File: src/design/pic18_instruction_decoder_defines.svh
// Assertion macros shared by the decoder RTL.
// Expects clk and rst_n in scope at the point of use.
`ifndef PIC18_INSTRUCTION_DECODER_DEFINES_SVH
`define PIC18_INSTRUCTION_DECODER_DEFINES_SVH

// Same-cycle implication, disabled during reset.
`define PID_ASSERT_NOW(lbl, ante, cons, msg) \
  lbl: assert property (@(posedge clk) disable iff (!rst_n) (ante) |-> (cons)) \
    else $error(msg);

// Next-cycle implication, disabled during reset.
`define PID_ASSERT_NEXT(lbl, ante, cons, msg) \
  lbl: assert property (@(posedge clk) disable iff (!rst_n) (ante) |=> (cons)) \
    else $error(msg);

`endif

File: src/design/pic18id_pkg.sv
// Package for the PIC18 instruction decoder: pattern tables, format and
// status codes, result struct. No dependencies.
package pic18id_pkg;

  localparam int EntryCount   = 77;
  localparam int PatternCount = EntryCount - 1;
  localparam int IdW          = 7;

  localparam logic [IdW-1:0] INVALID_ID = IdW'(EntryCount - 1);

  localparam logic [3:0] FMT_NONE  = 4'd0;
  localparam logic [3:0] FMT_FDA   = 4'd1;
  localparam logic [3:0] FMT_MOVFF = 4'd2;
  localparam logic [3:0] FMT_FBA   = 4'd3;
  localparam logic [3:0] FMT_LIT   = 4'd4;
  localparam logic [3:0] FMT_SBR   = 4'd5;
  localparam logic [3:0] FMT_CALL  = 4'd6;
  localparam logic [3:0] FMT_LBR   = 4'd7;
  localparam logic [3:0] FMT_FA    = 4'd8;
  localparam logic [3:0] FMT_GOTO  = 4'd9;
  localparam logic [3:0] FMT_MOVLB = 4'd10;
  localparam logic [3:0] FMT_SBIT  = 4'd11;
  localparam logic [3:0] FMT_LFSR  = 4'd12;

  localparam logic [2:0] ST_OK      = 3'd0;
  localparam logic [2:0] ST_SHORT   = 3'd1;
  localparam logic [2:0] ST_INVALID = 3'd2;
  localparam logic [2:0] ST_MISSING = 3'd3;
  localparam logic [2:0] ST_PREFIX  = 3'd4;

  localparam logic [3:0] SECOND_PREFIX = 4'hf;

  localparam logic [15:0] MUST_SET [0:EntryCount-1] = '{
    16'hf000, 16'hef00, 16'hee00, 16'hec00, 16'he700, 16'he600, 16'he500, 16'he400,
    16'he300, 16'he200, 16'he100, 16'he000, 16'hd800, 16'hd000, 16'hc000, 16'hb000,
    16'ha000, 16'h9000, 16'h8000, 16'h7000, 16'h6e00, 16'h6c00, 16'h6a00, 16'h6800,
    16'h6600, 16'h6400, 16'h6200, 16'h6000, 16'h5c00, 16'h5800, 16'h5400, 16'h5000,
    16'h4c00, 16'h4800, 16'h4400, 16'h4000, 16'h3c00, 16'h3800, 16'h3400, 16'h3000,
    16'h2c00, 16'h2800, 16'h2400, 16'h2000, 16'h1c00, 16'h1800, 16'h1400, 16'h1000,
    16'h0f00, 16'h0e00, 16'h0d00, 16'h0c00, 16'h0b00, 16'h0a00, 16'h0900, 16'h0800,
    16'h0400, 16'h0200, 16'h0100, 16'h00ff, 16'h0012, 16'h0010, 16'h000f, 16'h000e,
    16'h000d, 16'h000c, 16'h000b, 16'h000a, 16'h0009, 16'h0008, 16'h0007, 16'h0006,
    16'h0005, 16'h0004, 16'h0003, 16'h0000, 16'h0000
  };

  localparam logic [15:0] MAY_SET [0:EntryCount-1] = '{
    16'hffff, 16'hefff, 16'hee3f, 16'hedff, 16'he7ff, 16'he6ff, 16'he5ff, 16'he4ff,
    16'he3ff, 16'he2ff, 16'he1ff, 16'he0ff, 16'hdfff, 16'hd7ff, 16'hcfff, 16'hbfff,
    16'hafff, 16'h9fff, 16'h8fff, 16'h7fff, 16'h6fff, 16'h6dff, 16'h6bff, 16'h69ff,
    16'h67ff, 16'h65ff, 16'h63ff, 16'h61ff, 16'h5fff, 16'h5bff, 16'h57ff, 16'h53ff,
    16'h4fff, 16'h4bff, 16'h47ff, 16'h43ff, 16'h3fff, 16'h3bff, 16'h37ff, 16'h33ff,
    16'h2fff, 16'h2bff, 16'h27ff, 16'h23ff, 16'h1fff, 16'h1bff, 16'h17ff, 16'h13ff,
    16'h0fff, 16'h0eff, 16'h0dff, 16'h0cff, 16'h0bff, 16'h0aff, 16'h09ff, 16'h08ff,
    16'h07ff, 16'h03ff, 16'h010f, 16'h00ff, 16'h0013, 16'h0011, 16'h000f, 16'h000e,
    16'h000d, 16'h000c, 16'h000b, 16'h000a, 16'h0009, 16'h0008, 16'h0007, 16'h0006,
    16'h0005, 16'h0004, 16'h0003, 16'h0000, 16'hffff
  };

  localparam logic [3:0] ENTRY_FORMAT [0:EntryCount-1] = '{
    FMT_NONE, FMT_GOTO, FMT_LFSR, FMT_CALL,
    FMT_SBR, FMT_SBR, FMT_SBR, FMT_SBR, FMT_SBR, FMT_SBR, FMT_SBR, FMT_SBR,
    FMT_LBR, FMT_LBR, FMT_MOVFF,
    FMT_FBA, FMT_FBA, FMT_FBA, FMT_FBA, FMT_FBA,
    FMT_FA, FMT_FA, FMT_FA, FMT_FA, FMT_FA, FMT_FA, FMT_FA, FMT_FA,
    FMT_FDA, FMT_FDA, FMT_FDA, FMT_FDA, FMT_FDA, FMT_FDA, FMT_FDA, FMT_FDA,
    FMT_FDA, FMT_FDA, FMT_FDA, FMT_FDA, FMT_FDA, FMT_FDA, FMT_FDA, FMT_FDA,
    FMT_FDA, FMT_FDA, FMT_FDA, FMT_FDA,
    FMT_LIT, FMT_LIT, FMT_LIT, FMT_LIT, FMT_LIT, FMT_LIT, FMT_LIT, FMT_LIT,
    FMT_FDA, FMT_FA, FMT_MOVLB, FMT_NONE, FMT_SBIT, FMT_SBIT,
    FMT_NONE, FMT_NONE, FMT_NONE, FMT_NONE, FMT_NONE, FMT_NONE, FMT_NONE,
    FMT_NONE, FMT_NONE, FMT_NONE, FMT_NONE, FMT_NONE, FMT_NONE, FMT_NONE,
    FMT_NONE
  };

  typedef struct packed {
    logic [2:0]     status;
    logic [IdW-1:0] mnemonic_id;
    logic [3:0]     arg_format;
    logic [2:0]     length_bytes;
    logic [20:0]    main_value;
    logic           dest_bit;
    logic           access_bit;
    logic [2:0]     bit_position;
    logic [1:0]     fsr_select;
    logic [11:0]    second_value;
  } result_t;

endpackage

File: src/design/pic18id_operands.sv
// Operand extraction for the PIC18 decoder: turns a table index and the
// instruction words into status, length and operand fields. Uses pic18id_pkg.
module pic18id_operands (
  input  logic [pic18id_pkg::IdW-1:0] id,
  input  logic [15:0]                 first_word,
  input  logic [15:0]                 second_word,
  input  logic [1:0]                  words,
  output pic18id_pkg::result_t        res
);

  logic [3:0] fmt;
  logic       two_word;

  always_comb begin
    res = '0;
    res.mnemonic_id = pic18id_pkg::INVALID_ID;
    fmt = pic18id_pkg::ENTRY_FORMAT[id];
    two_word = (fmt == pic18id_pkg::FMT_CALL) || (fmt == pic18id_pkg::FMT_GOTO) ||
               (fmt == pic18id_pkg::FMT_MOVFF) || (fmt == pic18id_pkg::FMT_LFSR);
    if (words == 2'd0) begin
      res.status = pic18id_pkg::ST_SHORT;
    end else if (id == pic18id_pkg::INVALID_ID) begin
      res.status       = pic18id_pkg::ST_INVALID;
      res.length_bytes = 3'd2;
    end else begin
      res.mnemonic_id = id;
      res.arg_format  = fmt;
      if (two_word && words == 2'd1) begin
        res.status       = pic18id_pkg::ST_MISSING;
        res.length_bytes = 3'd2;
      end else if (two_word && second_word[15:12] != pic18id_pkg::SECOND_PREFIX) begin
        res.status       = pic18id_pkg::ST_PREFIX;
        res.length_bytes = 3'd4;
      end else begin
        res.status       = pic18id_pkg::ST_OK;
        res.length_bytes = two_word ? 3'd4 : 3'd2;
        unique case (fmt)
          pic18id_pkg::FMT_SBR, pic18id_pkg::FMT_LIT: begin
            res.main_value = {13'd0, first_word[7:0]};
          end
          pic18id_pkg::FMT_FDA: begin
            res.main_value = {13'd0, first_word[7:0]};
            res.dest_bit   = first_word[9];
            res.access_bit = first_word[8];
          end
          pic18id_pkg::FMT_FA: begin
            res.main_value = {13'd0, first_word[7:0]};
            res.access_bit = first_word[8];
          end
          pic18id_pkg::FMT_FBA: begin
            res.main_value   = {13'd0, first_word[7:0]};
            res.bit_position = first_word[11:9];
            res.access_bit   = first_word[8];
          end
          pic18id_pkg::FMT_LBR: begin
            res.main_value = {10'd0, first_word[10:0]};
          end
          pic18id_pkg::FMT_CALL: begin
            res.main_value = {1'b0, second_word[11:0], first_word[7:0]};
            res.dest_bit   = first_word[8];
          end
          pic18id_pkg::FMT_GOTO: begin
            // word address doubled into a byte address
            res.main_value = {second_word[11:0], first_word[7:0], 1'b0};
          end
          pic18id_pkg::FMT_MOVFF: begin
            res.main_value   = {9'd0, first_word[11:0]};
            res.second_value = second_word[11:0];
          end
          pic18id_pkg::FMT_MOVLB: begin
            res.main_value = {17'd0, first_word[3:0]};
          end
          pic18id_pkg::FMT_SBIT: begin
            res.dest_bit = first_word[0];
          end
          pic18id_pkg::FMT_LFSR: begin
            res.fsr_select   = first_word[5:4];
            res.second_value = {first_word[3:0], second_word[7:0]};
          end
          default: begin
          end
        endcase
      end
    end
  end

endmodule

File: src/design/pic18_instruction_decoder.sv
// PIC18 instruction decoder, usage notes:
// Input channel in_*: first_word, second_word and words_present (0..2,
// 3 counts as 2) move on a transfer when in_valid is high and in_stall low.
// Result channel out_*: one result per input item, taken when out_valid is
// high and out_stall low.
// The pattern compare result is registered in stage 1, the priority encode
// result in stage 2 and the operand extract result in the output register.
// Throughput: one item per cycle while out_stall is low; a stage holds one item.
// A stage advances when it is empty or the stage after it advances, so
// bubbles collapse and in_stall rises only when every stage is full and
// out_stall is high. A stalled result holds its value.
// Reset (rst_n low at a clock edge) empties all stages; the tables are
// constant logic and need no initialization.
// Depends on pic18id_pkg, pic18id_operands and the assertion macro header.
`include "pic18_instruction_decoder_defines.svh"

module pic18_instruction_decoder (
  input  logic        clk,
  input  logic        rst_n,
  input  logic        in_valid,
  output logic        in_stall,
  input  logic [15:0] in_first_word,
  input  logic [15:0] in_second_word,
  input  logic [1:0]  in_words_present,
  output logic        out_valid,
  input  logic        out_stall,
  output logic [2:0]  out_status,
  output logic [6:0]  out_mnemonic_id,
  output logic [3:0]  out_arg_format,
  output logic [2:0]  out_length_bytes,
  output logic [20:0] out_main_value,
  output logic        out_dest_bit,
  output logic        out_access_bit,
  output logic [2:0]  out_bit_position,
  output logic [1:0]  out_fsr_select,
  output logic [11:0] out_second_value
);

  localparam int NPat = pic18id_pkg::PatternCount;

  // stage 1: pattern match vector
  logic            s1_v_r, s1_v_nxt;
  logic [NPat-1:0] s1_match_r, s1_match_nxt;
  logic [15:0]     s1_w1_r, s1_w2_r;
  logic [1:0]      s1_words_r, s1_words_nxt;

  // stage 2: winning table index
  logic                         s2_v_r, s2_v_nxt;
  logic [pic18id_pkg::IdW-1:0]  s2_id_r, s2_id_nxt;
  logic [15:0]                  s2_w1_r, s2_w2_r;
  logic [1:0]                   s2_words_r;

  // stage 3: output register
  logic                 out_v_r, out_v_nxt;
  pic18id_pkg::result_t out_res_r, out_res_nxt;

  logic out_ready, s2_ready, s1_ready;

  assign out_ready = !out_v_r || !out_stall;
  assign s2_ready  = !s2_v_r || out_ready;
  assign s1_ready  = !s1_v_r || s2_ready;
  assign in_stall  = !s1_ready;

  assign s1_v_nxt  = s1_ready ? in_valid : s1_v_r;
  assign s2_v_nxt  = s2_ready ? s1_v_r : s2_v_r;
  assign out_v_nxt = out_ready ? s2_v_r : out_v_r;

  assign s1_words_nxt = (in_words_present == 2'd3) ? 2'd2 : in_words_present;

  always_comb begin
    for (int k = 0; k < NPat; k++) begin
      s1_match_nxt[k] =
        ((pic18id_pkg::MUST_SET[k] & in_first_word) == pic18id_pkg::MUST_SET[k]) &&
        ((pic18id_pkg::MAY_SET[k] | in_first_word) == pic18id_pkg::MAY_SET[k]);
    end
  end

  // first match in table order wins; no match falls to the catch-all entry
  always_comb begin
    s2_id_nxt = pic18id_pkg::INVALID_ID;
    for (int k = NPat - 1; k >= 0; k--) begin
      if (s1_match_r[k]) begin
        s2_id_nxt = pic18id_pkg::IdW'(k);
      end
    end
  end

  pic18id_operands u_operands (
    .id          (s2_id_r),
    .first_word  (s2_w1_r),
    .second_word (s2_w2_r),
    .words       (s2_words_r),
    .res         (out_res_nxt)
  );

  always_ff @(posedge clk) begin
    if (!rst_n) begin
      s1_v_r  <= 1'b0;
      s2_v_r  <= 1'b0;
      out_v_r <= 1'b0;
    end else begin
      s1_v_r  <= s1_v_nxt;
      s2_v_r  <= s2_v_nxt;
      out_v_r <= out_v_nxt;
    end
  end

  always_ff @(posedge clk) begin
    if (s1_ready && in_valid) begin
      s1_match_r <= s1_match_nxt;
      s1_w1_r    <= in_first_word;
      s1_w2_r    <= in_second_word;
      s1_words_r <= s1_words_nxt;
    end
    if (s2_ready && s1_v_r) begin
      s2_id_r    <= s2_id_nxt;
      s2_w1_r    <= s1_w1_r;
      s2_w2_r    <= s1_w2_r;
      s2_words_r <= s1_words_r;
    end
    if (out_ready && s2_v_r) begin
      out_res_r <= out_res_nxt;
    end
  end

  assign out_valid        = out_v_r;
  assign out_status       = out_res_r.status;
  assign out_mnemonic_id  = out_res_r.mnemonic_id;
  assign out_arg_format   = out_res_r.arg_format;
  assign out_length_bytes = out_res_r.length_bytes;
  assign out_main_value   = out_res_r.main_value;
  assign out_dest_bit     = out_res_r.dest_bit;
  assign out_access_bit   = out_res_r.access_bit;
  assign out_bit_position = out_res_r.bit_position;
  assign out_fsr_select   = out_res_r.fsr_select;
  assign out_second_value = out_res_r.second_value;

  `PID_ASSERT_NEXT(a_s1_hold, s1_v_r && !s2_ready, s1_v_r, "stage 1 item lost under stall")
  `PID_ASSERT_NEXT(a_s2_hold, s2_v_r && !out_ready, s2_v_r, "stage 2 item lost under stall")
  `PID_ASSERT_NOW(a_short, out_v_r && out_res_r.status == pic18id_pkg::ST_SHORT, out_res_r.length_bytes == 3'd0 && out_res_r.mnemonic_id == pic18id_pkg::INVALID_ID, "short item carries a length or index")
  `PID_ASSERT_NOW(a_len4, out_v_r && out_res_r.length_bytes == 3'd4, out_res_r.status == pic18id_pkg::ST_OK || out_res_r.status == pic18id_pkg::ST_PREFIX, "four-byte length with wrong status")

endmodule
File: config.mk
export PLATFORM = sky130hd
export DESIGN_NAME = pic18_instruction_decoder
export DESIGN_NICKNAME = d
export VERILOG_FILES = /design/src/design/pic18id_pkg.sv /design/src/design/pic18id_operands.sv /design/src/design/pic18_instruction_decoder.sv
export VERILOG_INCLUDE_DIRS = /design/src /design/src/design
export SDC_FILE = /design/constraint.sdc
export NUM_CORES = 1
export LEC_CHECK = 0
export BUFFER_PORTS_ARGS = -buffer_cell sky130_fd_sc_hd__buf_2
export CAP_MARGIN = 30
export CELL_PAD_IN_SITES_DETAIL_PLACEMENT = 1
export CELL_PAD_IN_SITES_GLOBAL_PLACEMENT = 1
export CORE_ASPECT_RATIO = 1.4
export CORE_MARGIN = 2
export CORE_UTILIZATION = 49
export CTS_BUF_LIST = sky130_fd_sc_hd__clkbuf_4
export DETAILED_ROUTE_END_ITERATION = 7
export GPL_TIMING_DRIVEN = 0
export PLACE_DENSITY_LB_ADDON = 0.1
export SLEW_MARGIN = 15
export SYNTH_ARGS = -nofsm -noshare
export SYNTH_HDL_FRONTEND = slang
export SYNTH_SLANG_ARGS = --single-unit
File: constraint.sdc
create_clock -name clk -period 6.9 [get_ports clk]
set_clock_uncertainty 0.05 [all_clocks]
set_input_delay 0.345 -clock clk [delete_from_list [all_inputs] [get_ports clk]]
set_output_delay 0.345 -clock clk [all_outputs]
set_load 0.1 [all_outputs]
# After elaboration in Yosys (flattened, before gate mapping)
# Memories as Yosys holds them, arrays and structs flattened.
# Index checks and enable logic that the tools add are counted.
# classes
n_lt_le_gt_ge,1
n_eq_ne,80
n_mux,87
bitwise_logic,8
reduce_logical,176
# ops
op,count
6-bit 2-to-1 mux,32
21-bit case mux with 6 select lines,1
14-bit logical NOT,7
5-bit 2-to-1 mux,16
1-bit logical AND,79
4-bit 2-to-1 mux,18
"4-bit equality test, second input constant",17
13-bit logical NOT,5
4-bit logical NOT,16
64-bit OR reduction,1
"3-bit equality test, second input constant",21
"2-bit equality test, second input constant",23
5-bit logical NOT,9
3-bit logical NOT,14
3-bit 2-to-1 mux,11
32-bit OR reduction,1
15-bit logical NOT,2
"5-bit equality test, second input constant",5
6-bit logical NOT,4
12-bit case mux with 2 select lines,1
2-bit logical NOT,10
5-bit OR reduction,4
"4-bit by 3-bit equality test with 1-bit output, second input constant",4
16-bit logical NOT,1
24 further kinds,50
# word_totals
regBits,203
mem_bits_ro,512
inputBits,38
output_inout_bits,59
word_cells,383
n_memories,1
# mem_list
memory,words,width,read_ports,rd_ports_with_merged_regs,wr,line_no,rtl
(name not given),128,4,1,0,0,pic18id_operands.sv:17,fmt = pic18id_pkg::ENTRY_FORMAT[id];

# Longest topological paths before layout
# logic_depth
ltp_word,75
mapped_depth,12
mapped_depth_nobuf,9

# Modules after synthesis
# A second synthesis with hierarchy kept.
# unflattened
cells_unflattened,746
area_unflattened_um2,9371.5
# modules_own_cells
mod,instances,cells_each,area_each_um2,seq_area_each_um2
pic18_instruction_decoder,1,531,7973.9,6306.0
pic18id_operands,1,215,1397.6,0.0

# Least setup slack after synthesis
# OpenSTA, ideal clock, no wires.
# synth_path
kind,register to register
from,register out_v_r (netlist: out_valid)
to,register s1_match_r[0] (enable)
setup_ns,0.582
arrival_ns,6.326
required_time_ns,6.268
setup_slack_ns,-0.058
stages_incl_launch_ff,4
n_path_buf,0
synth_period_minus_slack_ns,6.958
path_cell_list,dfxtp_1 > and3_1 > and2_1 > nor2b_1
# synth_between
elab_chain_cells,5
# synth_lines
item,line_no,rtl
"start, declared",pic18_instruction_decoder.sv:54,"logic out_v_r, out_v_nxt;"
"start signal, assigned",pic18_instruction_decoder.sv:104,out_v_r <= out_v_nxt;
1-bit logical NOT,pic18_instruction_decoder.sv:59,assign out_ready = !out_v_r || !out_stall;
1-bit logical OR,pic18_instruction_decoder.sv:59,
1-bit logical OR,pic18_instruction_decoder.sv:60,assign s2_ready = !s2_v_r || out_ready;
1-bit logical OR,pic18_instruction_decoder.sv:61,assign s1_ready = !s1_v_r || s2_ready;
1-bit logical AND,pic18_instruction_decoder.sv:109,if (s1_ready && in_valid) begin
"end signal, assigned",pic18_instruction_decoder.sv:110,s1_match_r <= s1_match_nxt;
"end, declared",pic18_instruction_decoder.sv:43,"logic [NPat-1:0] s1_match_r, s1_match_nxt;"
# Every way passes these cells.
# A chain may end at the register's enable or synchronous reset.

# Worst setup path after layout
# layout_path
from,register s2_id_r[1] (netlist name)
to,"register out_res_r, in the netlist out_second_value[8] (data pin)"
# layout_between
elab_chain_cells,10
elab_cells_between_ends,16
cone_classes,eq/ne (5); mux (3); bitwise (1); reduce/logical (6); memory (1)
# layout_lines
item,line_no,rtl
"start, declared",pic18_instruction_decoder.sv:49,"logic [pic18id_pkg::IdW-1:0] s2_id_r, s2_id_nxt;"
"start signal, assigned",pic18_instruction_decoder.sv:116,s2_id_r <= s2_id_nxt;
7-bit inverter with 8-bit output (implied by the code),pic18id_operands.sv:17,
memory read 128 x 4 bit,--,
4-bit 2-to-1 mux (implied by the code) (2 in a row),pic18id_operands.sv:17,
4-bit by 3-bit equality test with 1-bit output / 4-bit equality test (equally long branches),pic18id_operands.sv:18,two_word = (fmt == pic18id_pkg::FMT_CALL) || (fmt == pic18id_pkg::FMT_GOTO) ||
1-bit logical OR (2 in a row),pic18id_operands.sv:18,
1-bit logical OR,pic18id_operands.sv:19,(fmt == pic18id_pkg::FMT_MOVFF) || (fmt == pic18id_pkg::FMT_LFSR);
"1-bit logical AND, on equally long branches","pic18id_operands.sv:31, pic18id_operands.sv:28",
4-bit OR reduction (no source line),--,
"end signal, assigned",pic18_instruction_decoder.sv:122,out_res_r <= out_res_nxt;
"end, declared",pic18_instruction_decoder.sv:55,"pic18id_pkg::result_t out_res_r, out_res_nxt;"
# Parallel ways exist; a longest one is shown, timed or not. The select of a mux whose other input is x is not followed.

==> impl_results.md <==
* Required @ worst endpoint at 7350 ps
* Root buffer cell: clkbuf_4
* Crit path cell chain: inv_1, ha_1, nor4b_1, or2_2, and2_0, nand3_1, nor3_1, a22oi_1, nor2_1
* Wire per inst at 20.6 um
* Top Family by Delay on Critical Path: simple AND/OR/NAND/NOR gates
* Status: finished clean
* Slowest CP cell: nor3_1
* Worst-Skew Late Latency at 650 ps
* Post-route setup slack at 3810 ps
* Hpwl dp at 16,500 um
* Crit. End Element: register
* CP max FO at 6
* Fin nets at 939
* ANT nets after route at 0
* Starting density of the core at about half
* Worst-margin pin slew at ~760 ps
* Die height at 163 um
* Worst hold endpoint: out_valid
* Worst-path clk slew at 70 ps
* WP data arrival at 3550 ps
* Yosys warnings at 0
* Seq cells post-synth at ~200
* Drt via density at approximately 5.6
* Longest Clk Path Bufs at 3
* Startpoint class of the critical path: register
* CTS tree: built
* Reg2Reg Setup Slack at 3810 ps
* Number of synthesized flops with an enable pin at 199
* Clk sinks at 202
* R2r endpoint: out_second_value[8]
* Routed via count at 6,549
* Area of the core at 17,800 um^2
* Crit share post-route at 44.8%
* Hold path start: out_stall
* Die Width at between 100 and 150 um
* Die area at 19,100 um^2
* Syn Area/Cell at ~12 um^2
* Lkg Pwr at 3.85 nW
* Post-synth ARST share at 0%
* Reg-to-reg startpoint: s2_id_r[1]
* WL final at roughly 24,000 um
* Post-layout min period at 3090 ps
* Largest net degree at the start of global routing at 29
* Final GP Congestion at 0.881
* GRT overflow at 0
* Crit path kind: reg -> reg
* Post-route DRC violation count at 0
* Syn Nets at 754
* Most frequent cells in the layout: 199 x edfxtp_1, 134 x nor2_1, 99 x buf_2
* PD cells at 263 nW/um^2
* IO buf count at 95
* Unrepaired setup endpoints after global routing: no
* Initial antenna violation count at 1
* Dpl ws at between 3000 and 4000 ps
* Area Growth Syn to Fin at 22.3%
* Total GRT Usage at 25.6%
* Buf/Inv on CP at 1
* Layout cells sized above 1 at about 22%
* Fill cells at 1,869
* Syn Std Cell Area at 8810 um^2
* Cell Rows at 58
* Final core utilization at 60.6%
* Class of the worst hold path: in -> reg
* Register-to-Register Path Depth at 9
* Io pins at 97
* Final Hold Viols at 0
* DRT iter0 DRCs at 325
* Total negative setup slack at 0 ps
* MaxCap Viol Count at 0
* Slowest stage delay, CP at 600 ps
* Most common cell after layout, fill and taps aside: edfxtp_1
* Vias in the first global route at 7,251
* Peak Freq at ~320 MHz
* H-tree depth at 2
* First-pass GRT wire length at approximately 38,000 um
* Synth Instances at 710
* Relative slew margins at 49.5%
* First-pass detailed-route iteration total at 5
* Hold path depth at 3
* CTS Buf Count at 48
* Sequential-to-total area share from yosys stat at 68.5%
* Distinct cells, synth at between 60 and 70
* Final setup fails at 0
* Main synth FF type: edfxtp_1
* Max VDD drop at 0.169 mV
* Fin. max-slew vios at 0
## worst max-delay path by stage
stage / startpoint / end / slack [ps] / depth (start not counted)
global placement: out_stall / out_mnemonic_id[1] / 600 / 2
detailed placement: s2_id_r[1] / out_second_value[9] / 3840 / 9
CTS: s2_id_r[1] / out_second_value[8] / 3840 / 9
global route: s2_id_r[1] / out_second_value[8] / 3460 / 9
finish: s2_id_r[1] / out_second_value[8] / 3810 / 9
floorplan: out_valid / out_access_bit / 1420 / 1
## cell families (layout without fill, tap and decap cells)
logic type | Yosys count | count (layout) | share of synthesized area [%]
AOI/OAI and AO/OA | 118 | 118 | 9.41
adders and majority gates | 6 | 6 | 0.852
and+or+nand+nor | 334 | 334 | 18.2
other | 1 | 2 | 0.0425
muxes | 6 | 6 | 0.696
DFF | 202 | 202 | 68.5
buffers and inverters | 42 | 258 | 2.19
xor gates and xnor gates | 1 | 1 | 0.0994
## layer usage
layer	vias up	part of all wire, %	track usage [%]
li1	3067	-	-
met3	79	3.9	4.62
met1	3193	36	26.3
met5	-	0	0
met4	0	4.8	14.1
met2	210	55	48.9
## what timing repair did
action / CTS / global route
gates resized for setup: 0 / 0
setup buffers: 0 / 0
endpoints found under the hold margin: 34 / 0
hold buffers: 32 / 0
## state kept, by name (all words and copies together) (netlist names)
signal            count
out_access_bit        1
out_status            3
out_mnemonic_id       7
s1_v_r                1
s1_match_r           76
out_length_bytes      2
s2_words_r            2
out_dest_bit          1
s1_w2_r              16
out_arg_format        4
out_second_value     12
s2_w2_r              16
s1_w1_r              12
out_fsr_select        2
out_bit_position      3
out_valid             1
s1_words_r            2
s2_w1_r              12
out_main_value       21
s2_v_r                1
s2_id_r               7
## power breakdown
part,switching [mW],internal (mW)
combinational,0.218,0.0849
clock,0.484,0.583
sequential,0.0430,1.42
total,0.745,2.08
## per-stage QoR
step / total power [mW] / cells / area (um^2) / hold WS, ps
after CTS: 2.82 / 1165 / 10800 / 23.2
final: 2.83 / 1167 / 10800 / 41.3
after detailed placement: 1.77 / 1052 / 9790 / 356
after global placement: 1.75 / 1045 / 9590 / 352
after global routing: 2.93 / 1167 / 10800 / 20.8
after floorplan: 1.68 / 710 / 8820 / 350
## Yosys cell counts, drive strengths merged (4+ instances only)
master,number,share of area (%)
nand4,5,0.35
inv,25,1.1
a31oi,4,0.28
and2,16,1.1
o21ai,17,0.97
nor2b,9,0.64
a22oi,18,1.5
a211oi,4,0.34
or3,4,0.28
edfxtp,199,68
nor4,26,1.9
and3,11,0.78
o21a,5,0.43
buf,11,0.87
clkbuf,6,0.26
nand2b,14,0.99
nand2,46,2.0
nand3,16,0.97
a21oi,30,1.7
nor3,38,2.2
ha,6,0.85
mux2i,5,0.57
o31ai,10,0.85
or2,7,0.50
a2bb2oi,4,0.40
nor2,134,5.7
## worst register-to-register path, delay by kind of cell, from the launching register on
kind	cells	cell delay (ps)
adders and majority gates	1	310
buffers and inverters	1	120
and+or+nand+nor	6	1850
DFF	1	440
AOI/OAI and AO/OA	1	180
## cell type report
type	count	area [um^2]	share of cell area [%]
Antenna cell	1	2.50	0.0232
Buffer	17	98.8	0.917
Clock buffer	72	541	5.02
Clock inverter	9	113	1.04
Inverter	25	93.8	0.871
Multi-Input combinational cell	466	2610	24.2
Sequential cell	202	6040	56.0
Tap cell	240	300	2.79
Timing Repair Buffer	135	981	9.10
Note: power is estimated with default switching activity, not from simulation.
